`src/rtl/gic_pkg.sv`:
```
`default_nettype none
// ----------------------------------------------------------------------------
// gic_pkg - shared types and constants of the gamepad input conditioner
// Result kinds, slot layout of one poll, divider sizing and the button map.
// ----------------------------------------------------------------------------
package gic_pkg;

	localparam int NUM_PLAYERS = 4;

	// Restoring divider: quotient never exceeds 2^15, so 16 bits / 16 steps.
	localparam int DIV_STEPS = 16;
	localparam int DIV_CNT_W = $clog2(DIV_STEPS);
	localparam int DIV_W     = 33;

	// Result slots of one poll: attach/detach, four analog results, 16 buttons.
	localparam int SLOT_FIRST = 0;
	localparam int SLOT_LSTK  = 1;
	localparam int SLOT_RSTK  = 2;
	localparam int SLOT_LTRG  = 3;
	localparam int SLOT_RTRG  = 4;
	localparam int SLOT_BTN   = 5;
	localparam int NUM_SLOTS  = SLOT_BTN + 16;
	localparam int SLOT_W     = $clog2(NUM_SLOTS);

	// Four divider operands: the stick axes (left x/y, right x/y).
	localparam int NUM_OPS = 4;
	localparam int OP_W    = $clog2(NUM_OPS);

	localparam logic [0:0] CFG_DEAD_ZONE  = 1'b0;
	localparam logic [0:0] CFG_TRIG_LEVEL = 1'b1;

	localparam logic [15:0] DEAD_ZONE_RST  = 16'd26214;
	localparam logic [7:0]  TRIG_LEVEL_RST = 8'd5;
	localparam logic [32:0] FULL_SCALE     = 33'h1_0000_0000;

	typedef enum logic [2:0] {
		KIND_ATTACH = 3'd0,
		KIND_DETACH = 3'd1,
		KIND_LSTICK = 3'd2,
		KIND_RSTICK = 3'd3,
		KIND_LTRIG  = 3'd4,
		KIND_RTRIG  = 3'd5,
		KIND_BUTTON = 3'd6
	} kind_t;

	// Raw pad bit behind each derived button; triggers have no raw bit.
	localparam logic [15:0] PAD_MASK [16] = '{
		16'h0010, 16'h0100, 16'h0000, 16'h0200, 16'h0000, 16'h1000, 16'h2000, 16'h4000,
		16'h8000, 16'h0004, 16'h0001, 16'h0008, 16'h0002, 16'h0020, 16'h0040, 16'h0080
	};

	function automatic logic [15:0] map_buttons(input logic [15:0] bits,
	                                            input logic lt_on,
	                                            input logic rt_on);
		logic [15:0] d;
		d = '0;
		for (int i = 0; i < 16; i++) begin
			d[i] = |(bits & PAD_MASK[i]);
		end
		d[2] = d[2] | lt_on;
		d[4] = d[4] | rt_on;
		return d;
	endfunction

endpackage
`default_nettype wire

```
`src/rtl/gic_div.sv`:
```
`default_nettype none
// ----------------------------------------------------------------------------
// gic_div - shared restoring divider
// One quotient bit per cycle; dividend must not exceed divisor, and the
// dividend is taken as scaled by 2^15.
// ----------------------------------------------------------------------------
module gic_div import gic_pkg::*; (
	input  wire logic               clk,
	input  wire logic               arst_n,
	input  wire logic               start,
	input  wire logic [DIV_W-1:0]   dividend,
	input  wire logic [DIV_W-1:0]   divisor,
	output logic                    done,
	output logic [DIV_STEPS-1:0]    quotient
);

	logic                 busy_q;
	logic                 done_q;
	logic [DIV_CNT_W-1:0] cnt_q;
	logic [DIV_W:0]       rem_q;
	logic [DIV_W-1:0]     dvs_q;
	logic [DIV_STEPS-1:0] quo_q;
	logic                 ge;
	logic [DIV_W:0]       rem_next;

	assign ge       = rem_q >= {1'b0, dvs_q};
	assign rem_next = ge ? (rem_q - {1'b0, dvs_q}) : rem_q;

	always_ff @(posedge clk or negedge arst_n) begin
		if (!arst_n) begin
			busy_q <= 1'b0;
			done_q <= 1'b0;
			cnt_q  <= '0;
		end else begin
			done_q <= 1'b0;
			if (start) begin
				busy_q <= 1'b1;
				cnt_q  <= '0;
			end else if (busy_q) begin
				cnt_q <= cnt_q + 1'b1;
				if (cnt_q == DIV_CNT_W'(DIV_STEPS - 1)) begin
					busy_q <= 1'b0;
					done_q <= 1'b1;
				end
			end
		end
	end

	// partial remainder stays below the divisor, so the shift never overflows
	always_ff @(posedge clk) begin
		if (start) begin
			rem_q <= {1'b0, dividend};
			dvs_q <= divisor;
		end else if (busy_q) begin
			rem_q <= {rem_next[DIV_W-1:0], 1'b0};
			quo_q <= {quo_q[DIV_STEPS-2:0], ge};
		end
	end

	assign done     = done_q;
	assign quotient = quo_q;

endmodule
`default_nettype wire

```
`src/rtl/gamepad_input_conditioner.sv`:
```
`default_nettype none
// ----------------------------------------------------------------------------
// gamepad_input_conditioner - gamepad poll conditioning
// Dead zone and rescale of both sticks, trigger scaling, attach/detach and
// button change events for up to four players.
// ----------------------------------------------------------------------------
// Usage:
//  - Input channel (in_valid/in_stall) carries one poll per item. in_stall
//    is high after acceptance until the last result of that poll has been
//    loaded into the output register; a poll with no results never raises it.
//  - Output channel (out_valid/out_stall) carries results, 0 to 21 per poll,
//    in order: attach or detach, left stick, right stick, left trigger,
//    right trigger, then button changes in ascending index; last marks the
//    final one. The output register holds while out_stall is high.
//  - A connected poll runs four divisions (the four stick axes) on one
//    shared 16-step divider (ST_START, then ST_WAIT until done), then
//    walks the result slot positions up to the last result (21 slots, at
//    most one result per cycle while out_stall allows). Triggers are
//    scaled by shift and add as their result loads. A detach poll emits
//    only its detach result; an absent pad that was never present emits none.
//  - Reset clears pad presence and button history of all players and loads
//    the default dead zone slider and trigger level.
//  - cfg_we writes register cfg_index (0 dead zone slider, 1 trigger level)
//    from cfg_data; write only while idle.
// ----------------------------------------------------------------------------
module gamepad_input_conditioner import gic_pkg::*; (
	input  wire logic               clk,
	input  wire logic               arst_n,
	// input channel
	input  wire logic               in_valid,
	output logic                    in_stall,
	input  wire logic [1:0]         player,
	input  wire logic               connected,
	input  wire logic [15:0]        button_bits,
	input  wire logic [7:0]         left_trigger,
	input  wire logic [7:0]         right_trigger,
	input  wire logic signed [15:0] left_stick_x,
	input  wire logic signed [15:0] left_stick_y,
	input  wire logic signed [15:0] right_stick_x,
	input  wire logic signed [15:0] right_stick_y,
	// output channel
	output logic                    out_valid,
	input  wire logic               out_stall,
	output logic [2:0]              kind,
	output logic [1:0]              player_res,
	output logic signed [15:0]      value_x,
	output logic signed [15:0]      value_y,
	output logic [3:0]              button_index,
	output logic                    button_pressed,
	output logic                    last,
	// configuration
	input  wire logic               cfg_we,
	input  wire logic [0:0]         cfg_index,
	input  wire logic [15:0]        cfg_data
);

	typedef enum logic [3:0] {
		ST_IDLE  = 4'b0001,
		ST_START = 4'b0010,
		ST_WAIT  = 4'b0100,
		ST_EMIT  = 4'b1000
	} state_t;

	state_t state_q;

	// configuration
	logic [15:0] slider_q;
	logic [7:0]  level_q;

	// per-player history
	logic [15:0] prev_q    [NUM_PLAYERS];
	logic        present_q [NUM_PLAYERS];

	// latched poll
	logic [1:0]        player_q;
	logic              detach_q;
	logic signed [15:0] axis_q [4];
	logic [7:0]        trig_q [2];
	logic [31:0]       dz_q;
	logic [15:0]       derived_q;
	logic [NUM_SLOTS-1:0] en_q;

	// divide sequencing
	logic [OP_W-1:0]   op_q;
	logic              zero_q;
	logic              neg_q;
	logic signed [15:0] val_q [NUM_OPS];
	logic [SLOT_W-1:0] pos_q;

	// output register
	logic               out_valid_q;
	kind_t              kind_q;
	logic [1:0]         player_res_q;
	logic signed [15:0] value_x_q;
	logic signed [15:0] value_y_q;
	logic [3:0]         button_index_q;
	logic               button_pressed_q;
	logic               last_q;

	logic in_acc;
	logic pl_ok;
	logic lt_on;
	logic rt_on;
	logic [15:0] derived;
	logic [15:0] diff;
	logic        was_present;

	assign in_stall = (state_q != ST_IDLE);
	assign in_acc   = in_valid && !in_stall;
	assign pl_ok    = (32'(player) < 32'(NUM_PLAYERS));
	assign lt_on    = left_trigger > level_q;
	assign rt_on    = right_trigger > level_q;
	assign derived  = map_buttons(button_bits, lt_on, rt_on);
	assign diff     = derived ^ prev_q[player];
	assign was_present = present_q[player];

	// operand setup for the divider
	logic signed [15:0] raw;
	logic [16:0]        raw_ext;
	logic [16:0]        mag;
	logic [DIV_W-1:0]   m_full;
	logic [DIV_W-1:0]   dz_ext;
	logic               op_zero;
	logic               op_neg;
	logic [DIV_W-1:0]   div_a;
	logic [DIV_W-1:0]   div_d;
	logic               div_start;
	logic               div_done;
	logic [DIV_STEPS-1:0] div_q;

	assign raw      = axis_q[op_q];
	assign raw_ext  = {raw[15], raw};
	assign mag      = raw[15] ? (17'd0 - raw_ext) : raw_ext;
	assign m_full   = {mag[15:0], 17'b0};
	assign dz_ext   = {1'b0, dz_q};

	assign op_zero  = m_full <= dz_ext;
	assign op_neg   = raw[15];
	assign div_a    = m_full - dz_ext;
	assign div_d    = FULL_SCALE - dz_ext;

	assign div_start = (state_q == ST_START);

	gic_div u_div (
		.clk      (clk),
		.arst_n   (arst_n),
		.start    (div_start),
		.dividend (div_a),
		.divisor  (div_d),
		.done     (div_done),
		.quotient (div_q)
	);

	// sign, saturation and dead zone applied to the quotient
	logic signed [15:0] op_val;
	always_comb begin
		if (zero_q) begin
			op_val = '0;
		end else if (neg_q) begin
			op_val = 16'(17'd0 - {1'b0, div_q});
		end else if (div_q[15]) begin
			op_val = 16'sh7FFF;
		end else begin
			op_val = div_q;
		end
	end

	// t * 32768 / 255 = u + u / 255 with u = t << 7; u / 255 as (u + (u >> 8) + 1) >> 8
	function automatic logic signed [15:0] trig_q15(input logic [7:0] t);
		logic [14:0] u;
		logic [15:0] s;
		logic [15:0] q;
		u = {t, 7'b0};
		s = 16'(u) + 16'(u[14:8]) + 16'd1;
		q = 16'(u) + 16'(s[15:8]);
		return q[15] ? 16'sh7FFF : q;
	endfunction

	// emission slot payload
	logic [NUM_SLOTS-1:0] rest;
	logic                 slot_last;
	logic                 out_free;
	logic                 do_load;
	kind_t                slot_kind;
	logic signed [15:0]   slot_x;
	logic signed [15:0]   slot_y;
	logic [3:0]           slot_idx;
	logic                 slot_pr;

	assign rest      = en_q >> pos_q;
	assign slot_last = (rest[NUM_SLOTS-1:1] == '0);
	assign out_free  = !out_valid_q || !out_stall;
	assign do_load   = (state_q == ST_EMIT) && en_q[pos_q] && out_free;

	always_comb begin
		slot_x   = '0;
		slot_y   = '0;
		slot_idx = '0;
		slot_pr  = 1'b0;
		case (pos_q)
			SLOT_W'(SLOT_FIRST): begin
				slot_kind = detach_q ? KIND_DETACH : KIND_ATTACH;
			end
			SLOT_W'(SLOT_LSTK): begin
				slot_kind = KIND_LSTICK;
				slot_x    = val_q[0];
				slot_y    = val_q[1];
			end
			SLOT_W'(SLOT_RSTK): begin
				slot_kind = KIND_RSTICK;
				slot_x    = val_q[2];
				slot_y    = val_q[3];
			end
			SLOT_W'(SLOT_LTRG): begin
				slot_kind = KIND_LTRIG;
				slot_x    = trig_q15(trig_q[0]);
			end
			SLOT_W'(SLOT_RTRG): begin
				slot_kind = KIND_RTRIG;
				slot_x    = trig_q15(trig_q[1]);
			end
			default: begin
				slot_kind = KIND_BUTTON;
				slot_idx  = 4'(pos_q - SLOT_W'(SLOT_BTN));
				slot_pr   = derived_q[slot_idx];
			end
		endcase
	end

	// configuration registers
	always_ff @(posedge clk or negedge arst_n) begin
		if (!arst_n) begin
			slider_q <= DEAD_ZONE_RST;
			level_q  <= TRIG_LEVEL_RST;
		end else if (cfg_we) begin
			case (cfg_index)
				CFG_DEAD_ZONE:  slider_q <= cfg_data;
				CFG_TRIG_LEVEL: level_q  <= cfg_data[7:0];
				default: ;
			endcase
		end
	end

	// sequencer and per-player history
	always_ff @(posedge clk or negedge arst_n) begin
		if (!arst_n) begin
			state_q <= ST_IDLE;
			op_q    <= '0;
			pos_q   <= '0;
			for (int p = 0; p < NUM_PLAYERS; p++) begin
				prev_q[p]    <= '0;
				present_q[p] <= 1'b0;
			end
		end else begin
			case (state_q)
				ST_IDLE: begin
					if (in_acc && pl_ok) begin
						op_q  <= '0;
						pos_q <= '0;
						if (connected) begin
							prev_q[player]    <= derived;
							present_q[player] <= 1'b1;
							state_q           <= ST_START;
						end else if (was_present) begin
							present_q[player] <= 1'b0;
							state_q           <= ST_EMIT;
						end
					end
				end
				ST_START: begin
					state_q <= ST_WAIT;
				end
				ST_WAIT: begin
					if (div_done) begin
						if (op_q == OP_W'(NUM_OPS - 1)) begin
							state_q <= ST_EMIT;
						end else begin
							op_q    <= op_q + 1'b1;
							state_q <= ST_START;
						end
					end
				end
				ST_EMIT: begin
					if (!en_q[pos_q]) begin
						pos_q <= pos_q + 1'b1;
					end else if (out_free) begin
						if (slot_last) begin
							state_q <= ST_IDLE;
						end else begin
							pos_q <= pos_q + 1'b1;
						end
					end
				end
				default: state_q <= ST_IDLE;
			endcase
		end
	end

	// poll payload and divide results
	always_ff @(posedge clk) begin
		if (in_acc) begin
			player_q  <= player;
			detach_q  <= !connected;
			axis_q[0] <= left_stick_x;
			axis_q[1] <= left_stick_y;
			axis_q[2] <= right_stick_x;
			axis_q[3] <= right_stick_y;
			trig_q[0] <= left_trigger;
			trig_q[1] <= right_trigger;
			dz_q      <= slider_q * slider_q;
			derived_q <= derived;
			if (connected) begin
				en_q <= {diff, 4'hF, !was_present};
			end else begin
				en_q <= {{(NUM_SLOTS - 1){1'b0}}, was_present};
			end
		end
		if (state_q == ST_START) begin
			zero_q <= op_zero;
			neg_q  <= op_neg;
		end
		if ((state_q == ST_WAIT) && div_done) begin
			val_q[op_q] <= op_val;
		end
	end

	// output register
	always_ff @(posedge clk or negedge arst_n) begin
		if (!arst_n) begin
			out_valid_q <= 1'b0;
		end else if (do_load) begin
			out_valid_q <= 1'b1;
		end else if (!out_stall) begin
			out_valid_q <= 1'b0;
		end
	end

	always_ff @(posedge clk) begin
		if (do_load) begin
			kind_q           <= slot_kind;
			player_res_q     <= player_q;
			value_x_q        <= slot_x;
			value_y_q        <= slot_y;
			button_index_q   <= slot_idx;
			button_pressed_q <= slot_pr;
			last_q           <= slot_last;
		end
	end

	assign out_valid      = out_valid_q;
	assign kind           = kind_q;
	assign player_res     = player_res_q;
	assign value_x        = value_x_q;
	assign value_y        = value_y_q;
	assign button_index   = button_index_q;
	assign button_pressed = button_pressed_q;
	assign last           = last_q;

endmodule
`default_nettype wire
```
`config.mk`:
```
export PLATFORM = sky130hd
export DESIGN_NAME = gamepad_input_conditioner
export DESIGN_NICKNAME = d
export VERILOG_FILES = /design/src/rtl/gic_pkg.sv /design/src/rtl/gic_div.sv /design/src/rtl/gamepad_input_conditioner.sv
export SDC_FILE = /design/constraint.sdc
export NUM_CORES = 1
export LEC_CHECK = 0
export BUFFER_PORTS_ARGS = -buffer_cell sky130_fd_sc_hd__buf_2
export CAP_MARGIN = 0
export CORE_ASPECT_RATIO = 1.25
export CORE_MARGIN = 1.5
export CORE_UTILIZATION = 40
export DETAILED_ROUTE_END_ITERATION = 10
export REMOVE_ABC_BUFFERS = 1
export SETUP_SLACK_MARGIN = 0.05
export SKIP_LAST_GASP = 1
export SYNTH_ARGS = -nofsm -noshare
export SYNTH_HDL_FRONTEND = slang
export SYNTH_HIERARCHICAL = 1
export SYNTH_SLANG_ARGS = --single-unit
```
`constraint.sdc`:
```
create_clock -name clk -period 7.35 [get_ports clk]
set_input_delay 1.47 -clock clk [delete_from_list [all_inputs] [get_ports clk]]
set_output_delay 1.47 -clock clk [all_outputs]
set_load 0.02 [all_outputs]
```
==> impl_metrics.toml <==
[route]
wl_met2_mm = 33.93
vias = 19541
drc_errors = 0
wl_per_cell_um = 17.75
drt-pass1-iter-count = 5
detail-route-antenna-nets = 0
highest_layer = "met4"
wirelength_mm = 66.19
wl_met3_mm = 2.040
first_iter_violations = 1064
avgViaCountPerCell = 5.240
wl_met1_mm = 28.47

[placed_design]
dp.cells = 3636
place_congestion = 0.9055
pre_cts_slack_ns = 0.5779
numPortBuffers = 163
detailed_place_hpwl_mm = 50.29

[floorplan]
die_h_um = 307.6
rows = 111
ios = 166
die_w_um = 246.7
dieArea_sq_mm = 0.07590
core_area_sq_mm = 0.07347
initial_core_util = 0.4042

[setup_path]
end_kind = "flip-flop"
crit_path_max_incr_delay_ns = 0.72
path_common_cell = "fa_1"
worstPathArrival_ns = 7.13
required_ns = 7.68
slowest_stage = "dfrtp_1"
cp_cell_sequence = "nand2_1, fa_1, fa_1, inv_1, fa_1, fa_1, fa_1, inv_1, fa_1, inv_1, ha_1, a21oi_1, o21ai_0, a22oi_1, a2111oi_0, buf_4, o41a_1, a211o_1, a21oi_1, xor2_1"
r2r_setup_slack_ns = 0.56
crit_type = "reg -> reg"
startpoint_type = "flip-flop"
r2r_cells = 20
worstPathMaxFanout = 15

[synthesis]
synth_cell_type_count = 94
synth_cells = 2567
synth_area_leader_cell = "edfxtp_1"
yosys_register_bits = 450
syn_avg_cell_area_sq_um = 11.57
async_flop_share = 0.2444
yosys-top-cells-area = "edfxtp_1 34%, fa_1 11%, dfrtp_1 8.3%"
synth.most_common_cell = "inv_1"
synth-edff-count = 339
synth.top_cell.area_share = 0.3428
yosys_warnings = 6
seq_area_frac_synth = 0.4366
yosys-top-cells-count = "355 x inv_1, 339 x edfxtp_1, 185 x ha_1, 172 x nand2_1, 165 x fa_1"
ys.flop_type = "edfxtp_1"
syn-cell-area_sq_mm = 0.02970

[cts]
cts.clk_slew.worst_paths_ns = 0.07
max-clock-path-buffers = 3
ctsResizeCount = 0
postCtsSetupRepairBufs = 0
h-tree-depth = 2
worstSkewPairLatency_ns = 0.61
hold_buffers = 0
cts_tree = "yes"
cts_buffers = 50
numClockSinks = 450
root_buffer = "clkbuf_16"

[outcome]
status = "finished, final reports clean"

[min_path]
min_path_cells = 0
min_path_type = "reg -> reg"

[sta]
fin_skew_ns = 0.04608
max_freq_ghz = 0.1472
tightest_slew_ns = 1.120
whs_ns = 0.4332
setup_viol = 0
finalCritPeriodShare = 0.9244
setup_slack_ns = 0.5553
slew_viol_final = 0
hold_viol = 0
period_minus_slack_ns = 6.795
relSlewSlack = 0.2343
rsz0062_at_grt = "no"

[global_routing]
grt_pass1_wl_mm = 107.8
gr-total-overflow = 0
grt_start_max_net_pins = 87
grt_pass1_vias = 20455
grt_use_total = 0.1782
antenna_found_initial = 0

[cells_and_area]
drive_gt1_frac = 0.1629
diodes = 0
nNetsFinal = 3199
syn2layout_area_growth_pct = 12.05
instances_no_fill = 3729

[job]
drv_cap = 0
## layer usage
layer | up-vias | track usage
met5 | - | 0
met1 | 9798 | 0.2254
li1 | 9329 | -
met4 | 0 | 0.05601
met3 | 99 | 0.02179
met2 | 315 | 0.3156
## critical path: cells and delay by family, from the launching register on
kind | cells | cell delay, ns
flops | 1 | 0.72
buf+inv | 4 | 0.34
compound gates | 7 | 1.67
xor+xnor | 1 | 0.08
fa+ha+maj | 7 | 3.45
simple gates | 1 | 0.26
## state kept, by name, summed over array words and instances (netlist names), 2 cells and up, named ones only
signal,flops
axis_q,64
button_index,4
derived_q,16
dz_q,31
en_q,18
kind,3
level_q,8
op_q,2
player_q,2
player_res,2
pos_q,5
prev_q,64
slider_q,16
state_q,4
trig_q,16
u_div/cnt_q,4
u_div/dvs_q,33
u_div/quotient,16
u_div/rem_q,34
val_q,64
value_x,16
value_y,16
## cells in the final DEF, fill, tap and decap left out, types with 15 or more instances in the layout
cell type	n
nand4_1	21
nor3_1	37
nor2b_1	19
o21ai_1	16
mux4_2	39
edfxtp_1	339
buf_2	162
buf_4	31
inv_1	355
nand3_1	45
and2_1	59
nor2_1	128
xor2_1	40
clkbuf_16	50
a21oi_1	106
a22o_1	17
nand2_1	172
o21ai_0	85
a22oi_1	15
dfrtp_1	99
mux2i_1	34
ha_1	185
xnor2_1	107
nand2b_1	19
and3_1	18
o21a_1	20
mux2_2	87
fa_1	165
a211oi_1	23
o21bai_1	15
a21o_1	38
## final timing paths
kind | from | to
worst max-delay path | slider_q[11] | dz_q[31]
worst min-delay path | player_q[1] | player_res[1]
worst max register to register | slider_q[11] | dz_q[31]
worst min register to register | player_q[1] | player_res[1]
max in group asynchronous | arst_n | slider_q[15]
min in group asynchronous | arst_n | prev_q[6]
## final cells by class
| type | count | area (sq um) |
|---|---|---|
| clock inverter | 37 | 456.7 |
| fill | 6734 | 40190 |
| sequential | 450 | 12970 |
| timing repair buffer | 193 | 1044 |
| clock buffer | 56 | 1284 |
| tap | 960 | 1201 |
| inverter | 357 | 1348 |
| multi-input combinational | 1676 | 14980 |
## stage by stage
| stage | util | TNS (ns) | cell area (sq um) |
|---|---|---|---|
| finish | 0.4529 | 0 | 33280 |
| global route | 0.4529 | 0 | 33280 |
| CTS | 0.4529 | 0 | 33280 |
| detailed placement | 0.4292 | 0 | 31540 |
| global placement | 0.4292 | 0 | 31540 |
| floorplan | - | -22.38 | 29270 |
## cell families after synthesis
group	count (synthesis)	synth area share
compound gates	429	0.09538
fa+ha+maj	350	0.1892
flops	450	0.4366
xor+xnor	147	0.04335
simple gates	586	0.09837
mux	164	0.07756
buf+inv	441	0.05957
Power is not shown: default switching activity piles up to over one toggle a cycle in this logic, so the estimate is an artifact.
